$ cat config.mk
export PLATFORM = sky130hd
export DESIGN_NAME = thermistor_table_interpolator
export DESIGN_NICKNAME = d
export VERILOG_FILES = /design/src/hdl/tti_pkg.sv /design/src/hdl/thermistor_table_interpolator.sv /design/src/hdl/tti_div.sv
export SDC_FILE = /design/constraint.sdc
export NUM_CORES = 1
export LEC_CHECK = 0
export BUFFER_PORTS_ARGS = -buffer_cell sky130_fd_sc_hd__clkbuf_2
export CORE_ASPECT_RATIO = 2
export CORE_UTILIZATION = 50
export CTS_CLUSTER_DIAMETER = 60
export DETAILED_ROUTE_END_ITERATION = 10
export PLACE_DENSITY = 0.66
export SLEW_MARGIN = 15
export SYNTH_ARGS = -nofsm -noshare
export SYNTH_HDL_FRONTEND = slang
export SYNTH_HIERARCHICAL = 1
export SYNTH_SLANG_ARGS = --single-unit
$ cat constraint.sdc
create_clock -name clk -period 7.3 [get_ports clk]
set_input_delay 0 -clock clk [delete_from_list [all_inputs] [get_ports clk]]
set_output_delay 0 -clock clk [all_outputs]
set_load 0.05 [all_outputs]
$ cat src/hdl/tti_pkg.sv
// shared types and constants for the thermistor table interpolator
// used by thermistor_table_interpolator and its testbench; no dependencies
package tti_pkg;

	localparam int DEF_ROWS     = 16;
	localparam int DEF_ADC_BITS = 10;
	localparam int CELSIUS_W    = 8;
	localparam int INDEX_W      = 4;

	localparam logic ACT_CONVERT = 1'b0;
	localparam logic ACT_LOAD    = 1'b1;

	typedef enum logic [2:0] {
		ST_IDLE,
		ST_FIRST,
		ST_LAST,
		ST_WALK,
		ST_MUL,
		ST_START,
		ST_DIV,
		ST_DONE
	} tti_state_t;

endpackage

$ cat src/hdl/thermistor_table_interpolator.sv
// thermistor table interpolator top level: row table memory, walk sequencer
// depends on tti_pkg and tti_div
//
// usage
// one input channel (item_valid / item_stall) carries a word with an action bit.
// a load word writes one table row (reading, celsius) and gives no result; rows at
// or beyond ROWS are ignored. a convert word gives one celsius word on the result
// channel (result_valid / result_stall).
// a convert reads row 0, then the last row, then walks rows from 1 through a
// table memory with a registered read port, one row per cycle. interpolation
// uses a multiply state and the iterative divider, ADC_BITS + 9 steps, which
// then raises a registered done flag.
// a convert at or above row 0 finishes after ST_FIRST, one at or below the last
// row after ST_LAST, an exact match in the walk, and an interpolated one runs
// ST_MUL, ST_START and ST_DIV before ST_DONE; the next word is taken back in
// ST_IDLE. a load leaves the sequencer in ST_IDLE.
// item_stall is high for the whole of a convert.
// the result sits in an output register; a new word is taken while it waits,
// and when the receiver stalls, a second finished convert waits in its last
// state until the register is free.
// reset clears the sequencer and the result valid flag. table contents are
// undefined until loaded; converts must only touch rows that were loaded.
module thermistor_table_interpolator
	import tti_pkg::*;
#(
	parameter int ROWS     = DEF_ROWS,
	parameter int ADC_BITS = DEF_ADC_BITS
) (
	input  logic                 clk,
	input  logic                 arst_n,
	input  logic                 item_valid,
	output logic                 item_stall,
	input  logic                 action,
	input  logic [ADC_BITS-1:0]  sample,
	input  logic [INDEX_W-1:0]   entry_index,
	input  logic [ADC_BITS-1:0]  entry_reading,
	input  logic [CELSIUS_W-1:0] entry_celsius,
	output logic                 result_valid,
	input  logic                 result_stall,
	output logic [CELSIUS_W-1:0] celsius
);

	localparam int A  = ADC_BITS;
	localparam int C  = CELSIUS_W;
	localparam int RW = $clog2(ROWS);
	localparam int NW = A + C + 1;

	localparam logic [RW-1:0] LAST_ROW = RW'(ROWS - 1);

	tti_state_t state_q, state_d;

	logic [A+C-1:0] mem [ROWS];
	logic [A+C-1:0] rdata_q;
	logic [RW-1:0]  rd_addr;
	logic           load_we;
	logic           accept;
	logic [6:0]     idx_ext;

	logic [A-1:0]   sample_q;
	logic [A-1:0]   prev_r_q;
	logic [C-1:0]   prev_c_q;
	logic [A-1:0]   cur_r_q;
	logic [C-1:0]   cur_c_q;
	logic [RW-1:0]  walk_q;
	logic [C-1:0]   res_q;
	logic [NW-1:0]  num_q;
	logic [A-1:0]   den_q;
	logic           result_valid_q;
	logic [C-1:0]   celsius_q;

	logic [A-1:0]   rd_r;
	logic [C-1:0]   rd_c;
	logic           rising;
	logic [C-1:0]   t_abs;
	logic [A-1:0]   x_off;
	logic [A-1:0]   d_span;
	logic [A+C-1:0] prod;
	logic [NW-1:0]  quotient;
	logic [C-1:0]   q_clamp;
	logic           div_start;
	logic           div_done;
	logic           out_free;

	assign accept   = item_valid && !item_stall;
	assign idx_ext  = {{(7 - INDEX_W){1'b0}}, entry_index};
	assign rd_r     = rdata_q[A+C-1:C];
	assign rd_c     = rdata_q[C-1:0];
	assign out_free = !result_valid_q || !result_stall;

	assign rising = cur_c_q >= prev_c_q;
	assign t_abs  = rising ? (cur_c_q - prev_c_q) : (prev_c_q - cur_c_q);
	assign x_off  = sample_q - cur_r_q;
	assign d_span = prev_r_q - cur_r_q;
	assign prod   = x_off * t_abs;

	assign q_clamp = (quotient > NW'(t_abs)) ? t_abs : quotient[C-1:0];

	// row table
	always_ff @(posedge clk) begin
		if (load_we) begin
			mem[idx_ext[RW-1:0]] <= {entry_reading, entry_celsius};
		end
		rdata_q <= mem[rd_addr];
	end

	tti_div #(
		.NW(NW),
		.DW(A)
	) u_div (
		.clk      (clk),
		.arst_n   (arst_n),
		.start    (div_start),
		.dividend (num_q),
		.divisor  (den_q),
		.quotient (quotient),
		.done     (div_done)
	);

	// next state
	always_comb begin
		state_d = state_q;
		unique case (state_q)
			ST_IDLE: begin
				if (item_valid && action == ACT_CONVERT) begin
					state_d = ST_FIRST;
				end
			end
			ST_FIRST: begin
				state_d = (sample_q >= rd_r) ? ST_DONE : ST_LAST;
			end
			ST_LAST: begin
				state_d = (sample_q <= rd_r) ? ST_DONE : ST_WALK;
			end
			ST_WALK: begin
				priority if (sample_q == rd_r) begin
					state_d = ST_DONE;
				end else if (sample_q > rd_r) begin
					state_d = (prev_r_q <= rd_r) ? ST_DONE : ST_MUL;
				end else if (walk_q == LAST_ROW) begin
					state_d = ST_DONE;
				end
			end
			ST_MUL:   state_d = ST_START;
			ST_START: state_d = ST_DIV;
			ST_DIV: begin
				if (div_done) begin
					state_d = ST_DONE;
				end
			end
			ST_DONE: begin
				if (out_free) begin
					state_d = ST_IDLE;
				end
			end
			default: state_d = ST_IDLE;
		endcase
	end

	// sequencer outputs
	always_comb begin
		item_stall = 1'b1;
		load_we    = 1'b0;
		div_start  = 1'b0;
		rd_addr    = '0;
		unique case (state_q)
			ST_IDLE: begin
				item_stall = 1'b0;
				load_we    = item_valid && action == ACT_LOAD && idx_ext < 7'(ROWS);
			end
			ST_FIRST: rd_addr = LAST_ROW;
			ST_LAST:  rd_addr = RW'(1);
			ST_WALK:  rd_addr = walk_q + RW'(1);
			ST_START: div_start = 1'b1;
			default: begin
				rd_addr = '0;
			end
		endcase
	end

	always_ff @(posedge clk or negedge arst_n) begin
		if (!arst_n) begin
			state_q        <= ST_IDLE;
			result_valid_q <= 1'b0;
		end else begin
			state_q <= state_d;
			if (state_q == ST_DONE && out_free) begin
				result_valid_q <= 1'b1;
			end else if (!result_stall) begin
				result_valid_q <= 1'b0;
			end
		end
	end

	always_ff @(posedge clk) begin
		if (state_q == ST_DONE && out_free) begin
			celsius_q <= res_q;
		end
		unique case (state_q)
			ST_IDLE: begin
				if (accept) begin
					sample_q <= sample;
				end
			end
			ST_FIRST: begin
				res_q    <= rd_c;
				prev_r_q <= rd_r;
				prev_c_q <= rd_c;
			end
			ST_LAST: begin
				res_q  <= rd_c;
				walk_q <= RW'(1);
			end
			ST_WALK: begin
				res_q   <= rd_c;
				cur_r_q <= rd_r;
				cur_c_q <= rd_c;
				walk_q  <= walk_q + RW'(1);
				// once the walk stops, the row above stays for interpolation
				if (sample_q < rd_r) begin
					prev_r_q <= rd_r;
					prev_c_q <= rd_c;
				end
			end
			ST_MUL: begin
				num_q <= {1'b0, prod} + NW'(d_span >> 1);
				den_q <= d_span;
			end
			ST_DIV: begin
				if (div_done) begin
					res_q <= rising ? (cur_c_q - q_clamp) : (cur_c_q + q_clamp);
				end
			end
			default: begin
				res_q <= res_q;
			end
		endcase
	end

	assign result_valid = result_valid_q;
	assign celsius      = celsius_q;

`ifndef SYNTHESIS
	a_convert_starts: assert property (@(posedge clk) disable iff (!arst_n)
		accept && action == ACT_CONVERT |=> state_q == ST_FIRST)
		else $error("convert word did not start a table walk");

	a_load_stays_idle: assert property (@(posedge clk) disable iff (!arst_n)
		accept && action == ACT_LOAD |=> state_q == ST_IDLE)
		else $error("load word left the idle state");

	a_walk_not_row0: assert property (@(posedge clk) disable iff (!arst_n)
		state_q == ST_WALK |-> walk_q != '0)
		else $error("row walk pointed at row 0");

	a_div_done_in_div: assert property (@(posedge clk) disable iff (!arst_n)
		div_done |-> state_q == ST_DIV)
		else $error("divider finished outside the divide state");

	a_result_from_done: assert property (@(posedge clk) disable iff (!arst_n)
		$rose(result_valid_q) |-> $past(state_q == ST_DONE))
		else $error("result appeared without a finished convert");
`endif

endmodule

$ cat src/hdl/tti_div.sv
// iterative restoring divider, one quotient bit per cycle
// depends on nothing but its parameters
module tti_div #(
	parameter int NW = 19,
	parameter int DW = 10
) (
	input  logic          clk,
	input  logic          arst_n,
	input  logic          start,
	input  logic [NW-1:0] dividend,
	input  logic [DW-1:0] divisor,
	output logic [NW-1:0] quotient,
	output logic          done
);

	localparam int CW = $clog2(NW + 1);

	logic [NW-1:0] num_q;
	logic [DW-1:0] rem_q;
	logic [DW-1:0] div_q;
	logic [CW-1:0] cnt_q;
	logic          busy_q;
	logic          done_q;
	logic [DW:0]   trial;
	logic [DW:0]   diff;
	logic          fits;

	assign trial = {rem_q, num_q[NW-1]};
	assign diff  = trial - {1'b0, div_q};
	assign fits  = trial >= {1'b0, div_q};

	always_ff @(posedge clk or negedge arst_n) begin
		if (!arst_n) begin
			busy_q <= 1'b0;
			done_q <= 1'b0;
			cnt_q  <= '0;
		end else begin
			done_q <= busy_q && (cnt_q == CW'(1));
			if (start) begin
				busy_q <= 1'b1;
				cnt_q  <= CW'(NW);
			end else if (busy_q) begin
				cnt_q <= cnt_q - CW'(1);
				if (cnt_q == CW'(1)) begin
					busy_q <= 1'b0;
				end
			end
		end
	end

	always_ff @(posedge clk) begin
		if (start) begin
			num_q <= dividend;
			rem_q <= '0;
			div_q <= divisor;
		end else if (busy_q) begin
			num_q <= {num_q[NW-2:0], fits};
			rem_q <= fits ? diff[DW-1:0] : trial[DW-1:0];
		end
	end

	assign quotient = num_q;
	assign done     = done_q;

endmodule

### Word-level counts from Yosys, hierarchy flattened

Memory sizes are Yosys's and may differ from the RTL's. A register that Yosys moved wholly into a read port is not among the register bits.
Cells that the tools add are included.

* register bits after elaboration: 145
* bits in latches: 0
* bits in writable memories: 288
* memory bits (read-only): 0
* input port bits: 37
* word-level logic and storage cells: 111
* memories kept: 1

Memories
* mem: depth 16, width 18, rd ports 1, clocked after Yosys merged registers in 1, write ports 1, line thermistor_table_interpolator.sv:52 `logic [A+C-1:0] mem [ROWS];`

* add/sub/neg operators: 10
* $mul: 1
* div/mod/pow operators: 0
* $lt $le $gt $ge: 9
* equality and inequality tests: 16
* shift-type cells: 0
* mux-type cells: 36
* bitwise logic cells: 1
* reductions and logical operators: 19

Operators with widths (count)
* $mux 8: 5
* $mux 19: 2
* $pmux 8 s2: 2
* $sub 10x10->10: 3
* $mux 3: 8
* $pmux 3 s8: 1
* $sub 8x8->8: 3
* $le 10x10->1: 2
* $mux 10: 2
* $pmux 10 s2: 1
* $add 18x9->19: 1
* $gt 19x8->1: 1
* $mul 10x8->18: 1
* $eq 3x3->1 const B: 4
* $pmux 4 s3: 1
* $ge 11x10->1: 1
* $eq 10x10->1: 1
* $ge 10x10->1: 1
* $gt 10x10->1: 1
* $lt 10x10->1: 1
* $mux 1: 10
* $mux 5: 2
* $add 8x8->8: 1
* $ge 8x8->1: 1
* other kinds (21): 36

### Depth between registers and ports, before layout

* depth after elaboration: 8
* mapped depth: 31

### Hierarchy

The synthesis kept the hierarchy.

By module, submodules not included
* thermistor_table_interpolator: instances 1, cells an instance 1398, area each 20198.1 sq um, sequential area each 11961.5 sq um
* tti_div: instances 1, cells an instance 196, area each 2339.7 sq um, sequential area each 1246.2 sq um

### Worst setup path before layout

No wires, ideal clock.

* path type: reg-to-reg
* from: reg cur_c_q[0]
* to: reg num_q[16] (data pin)
* arrival time: 6053 ps
* data required time: 7038 ps
* setup slack: 985 ps
* cell stages (with the launch flop): 26
* path buffers: 1
* cell sequence: edfxtp_1 inv_1 ha_1 inv_1 fa_1 a21o_1 a221oi_2 a31o_2 buf_6 mux2i_1 xor2_2 inv_1 nor2_1 fa_1 fa_1 fa_1 inv_1 fa_1 inv_1 ha_1 o211ai_1 a21oi_1 nor2_1 a211o_1 o31ai_1 xnor2_1

* word-level cells in the longest chain between the ends: 4

RTL lines
* start, declared: line thermistor_table_interpolator.sv:63 `logic [C-1:0] cur_c_q;`
* start signal, assigned: line thermistor_table_interpolator.sv:216 `cur_c_q <= rd_c;`
* $sub 8x8->8 / $ge 8x8->1 (equally long branches): line thermistor_table_interpolator.sv:91, thermistor_table_interpolator.sv:90
* $mux 8 *: line thermistor_table_interpolator.sv:91 `assign t_abs = rising ? (cur_c_q - prev_c_q) : (prev_c_q - cur_c_q);`
* $mul 10x8->18 *: line thermistor_table_interpolator.sv:94 `assign prod = x_off * t_abs;`
* $add 18x9->19 *: line thermistor_table_interpolator.sv:225 `num_q <= {1'b0, prod} + NW'(d_span >> 1);`
* end signal, assigned: line thermistor_table_interpolator.sv:225
* end, declared: line thermistor_table_interpolator.sv:66 `logic [NW-1:0] num_q;`

Mark *: on every way between the ends. The rest lies on a longest branch, timed or not.
A chain may end at the register's enable or synchronous reset.

### Worst setup path in the final report

* from: reg cur_c_q[0]
* to: reg num_q[17] (data pin)

The elaborated chain is that of the path after synthesis.

==> results.cfg <==
[cells_and_area]
layout_commonest_cell = edfxtp_1
syn_to_final_growth_pct = 12.5
post-route-util_pct = 57.2
mostFrequentLayoutCells = edfxtp_1, inv_1, nand2_1
fill_cells = 3475
drive_above_1_share_pct = 17.3
design.final.nets = 1933

[critical_path]
crit_fanout = 12
cp-start-kind = flop
worstPathArrival_ps = 7150
crit_required_ps = 7600
worstSetupPathType = reg2reg
endpoint_kind = flop
rrSetupSlack_ps = 460
reg2reg_to = num_q[17]
timing.rr.start = cur_c_q[0]
rr_worst_depth = 27

[sta]
fin_hold_ws_ps = 105
hold_viol_final = 0
slew_headroom_pct = 27.3
clock_skew_ps = 20.5
tightest_slew_ps = 1090
min_period_over_period_pct = 93.7
slew_viol_final = 0
rsz0062_at_grt = false
setup_violations = 0
fmax_mhz = 146
finalCriticalPeriod_ps = 6840
setup_ws_ps = 458
setup_tns_ps = 0

[placement]
portBuffers = 46
post-dp-hpwl_mm = 37.3
gp_congestion = 0.984
pre_cts_ws_ps = 233

[clock_network]
cts-root-buf = clkbuf_16
clk_pin_slew_ps = 70
cts_made_buffers = 40
cts_tree = done
insertion_delay_ps = 570
cts-htree-levels = 2
cts_buffer_depth = 3
clock-sinks = 451

[global_route]
grt_util_all_layers_pct = 23.4
grt_pass1_vias = 13900
grt_max_degree = 49
antenna_found_initial = 1
grt_pass1_wl_mm = 79.4
grt.overflow.total = 0

[worst_hold_path]
hold_path_depth = 3
hp-class = in2reg
hold_path_end = mem[7][5]
hold_start = entry_index[2]

[synth]
syn_area_per_cell_um2 = 14.1
synth_nets = 1818
async_flop_share_pct = 2.44
ys_warn_count = 6
synthCells = 1594
ys_ff_latch = 451
syn_area_mm2 = 0.0225
ys_seq_area_share_pct = 58.6
synthFlopType = edfxtp_1
synth_edf_count = 412
synthDistinctLibCells = 75

[die]
initial_core_util_pct = 50.8
io_pins = 47
die_h_um = 302
die_w_um = 152
rows = 109
coreArea_mm2 = 0.0443
die_area_mm2 = 0.0460

[run_status]
status = complete, but fails checks
violations = DRC

[flow_run]
maxCapViolCount = 0

[detailed_routing]
routedWlPerCell_um = 22.6
dr.first_iter.drc_count = 821
post_drt_via_cell_ratio = 5.68
drc_errors = 6
num_vias = 13100
dr.pass1.iters = 8
routed_wl_mm = 52.0
ant_nets = 0
## what timing repair did
item	4_1_cts	5_1_grt
setup endpoints to repair	0	4
hold buffers	33	0
endpoints found under the hold margin	313	0
resized for setup	0	7
setup buffers	0	2
## worst max-delay path, stage by stage (launching register included)
cell	delay, ps
edfxtp_1	380
inv_1	90
ha_1	170
inv_1	50
fa_1	400
a21o_1	220
a221oi_4	320
a31o_4	310
mux2i_2	360
xor2_4	170
inv_1	250
nor2_1	110
fa_1	480
fa_1	490
ha_1	290
inv_1	60
fa_1	540
inv_1	40
ha_1	320
nor2b_1	140
o21ai_0	210
a21boi_0	150
o21ai_1	200
a211oi_1	130
o31ai_2	340
o21bai_1	100
a21oi_1	190
xnor2_1	80
## layout make-up
cell class	instances	area, um2	area share, %
flip-flops and latches	451	13200	52.1
clock buffers	50	1090	4.30
inverters	170	638	2.52
multi-input cells	931	8650	34.1
repair buffers	115	831	3.28
diodes	1	2.50	0.00987
clock inverters	24	241	0.952
well taps	555	694	2.74
## layer usage
layer / track usage (%) / vias to the layer above / routed length [um]
met5: 0 / - / 0
met4: 16.5 / 0 / 3850
met3: 2.97 / 160 / 1730
met2: 45.9 / 321 / 29200
met1: 22.3 / 6527 / 17200
li1: - / 6048 / -
## synthesized netlist by cell type, types with 5 or more instances
cell	instances	area share (%)
xor2_1	18	0.70
xnor2_1	36	1.4
nand4_1	9	0.25
nor2b_1	15	0.42
buf_2	9	0.20
edfxtp_1	412	55
o21ai_0	39	0.87
and2_1	34	0.94
nor3_1	26	0.58
mux4_2	72	7.2
mux2i_1	13	0.58
a21boi_0	6	0.20
or2_2	9	0.25
a21o_1	15	0.50
a31oi_1	22	0.61
a21oi_1	41	0.91
ha_1	124	6.9
clkbuf_1	25	0.42
mux2_2	20	1.0
nor2_1	90	1.5
nand3_1	15	0.33
nand2b_1	16	0.44
a211oi_1	31	1.0
nand2_1	130	2.2
o21a_1	7	0.23
inv_1	168	2.8
o21bai_1	5	0.17
fa_1	63	5.6
and3_1	5	0.14
dfxtp_1	28	2.5
dfrtp_1	11	1.2
buf_1	5	0.083
## stage by stage
| stage | area, um2 | std cells |
|---|---|---|
| after floorplan | 22500 | 1594 |
| after global placement | 23600 | 2187 |
| after detailed placement | 23600 | 2187 |
| after CTS | 25300 | 2294 |
| after global routing | 25400 | 2297 |
| final | 25400 | 2297 |
## logic make-up after synthesis
kind of cell,after synthesis,share of synthesized area (%)
flip-flops,451,58.6
AND/OR/NAND/NOR,376,7.97
buffers and inverters,212,3.68
AO/OA/AOI/OAI,203,5.99
adder cells (fa/ha/maj),187,12.5
multiplexers,107,8.89
XOR/XNOR,58,2.39
## registers in the layout, summed over array words and instances, names as in the netlist, 10 cells and up
name,count
u_div/div_q,10
u_div/rem_q,10
cur_r_q,10
u_div/quotient,19
prev_r_q,10
den_q,10
sample_q,10
rdata_q,18
mem,288
num_q,19
## worst max-delay path by stage
stage	start	end	slack, ps
6_report	cur_c_q[0]	num_q[17]	460
3_5_place_dp	cur_c_q[0]	num_q[17]	230
5_1_grt	cur_c_q[0]	num_q[17]	20
3_3_place_gp	cur_c_q[0]	num_q[17]	370
2_1_floorplan	cur_c_q[0]	num_q[16]	990
4_1_cts	cur_c_q[0]	num_q[17]	210
Power is not shown: default switching activity piles up to over one toggle a cycle in this logic, so the estimate is an artifact.
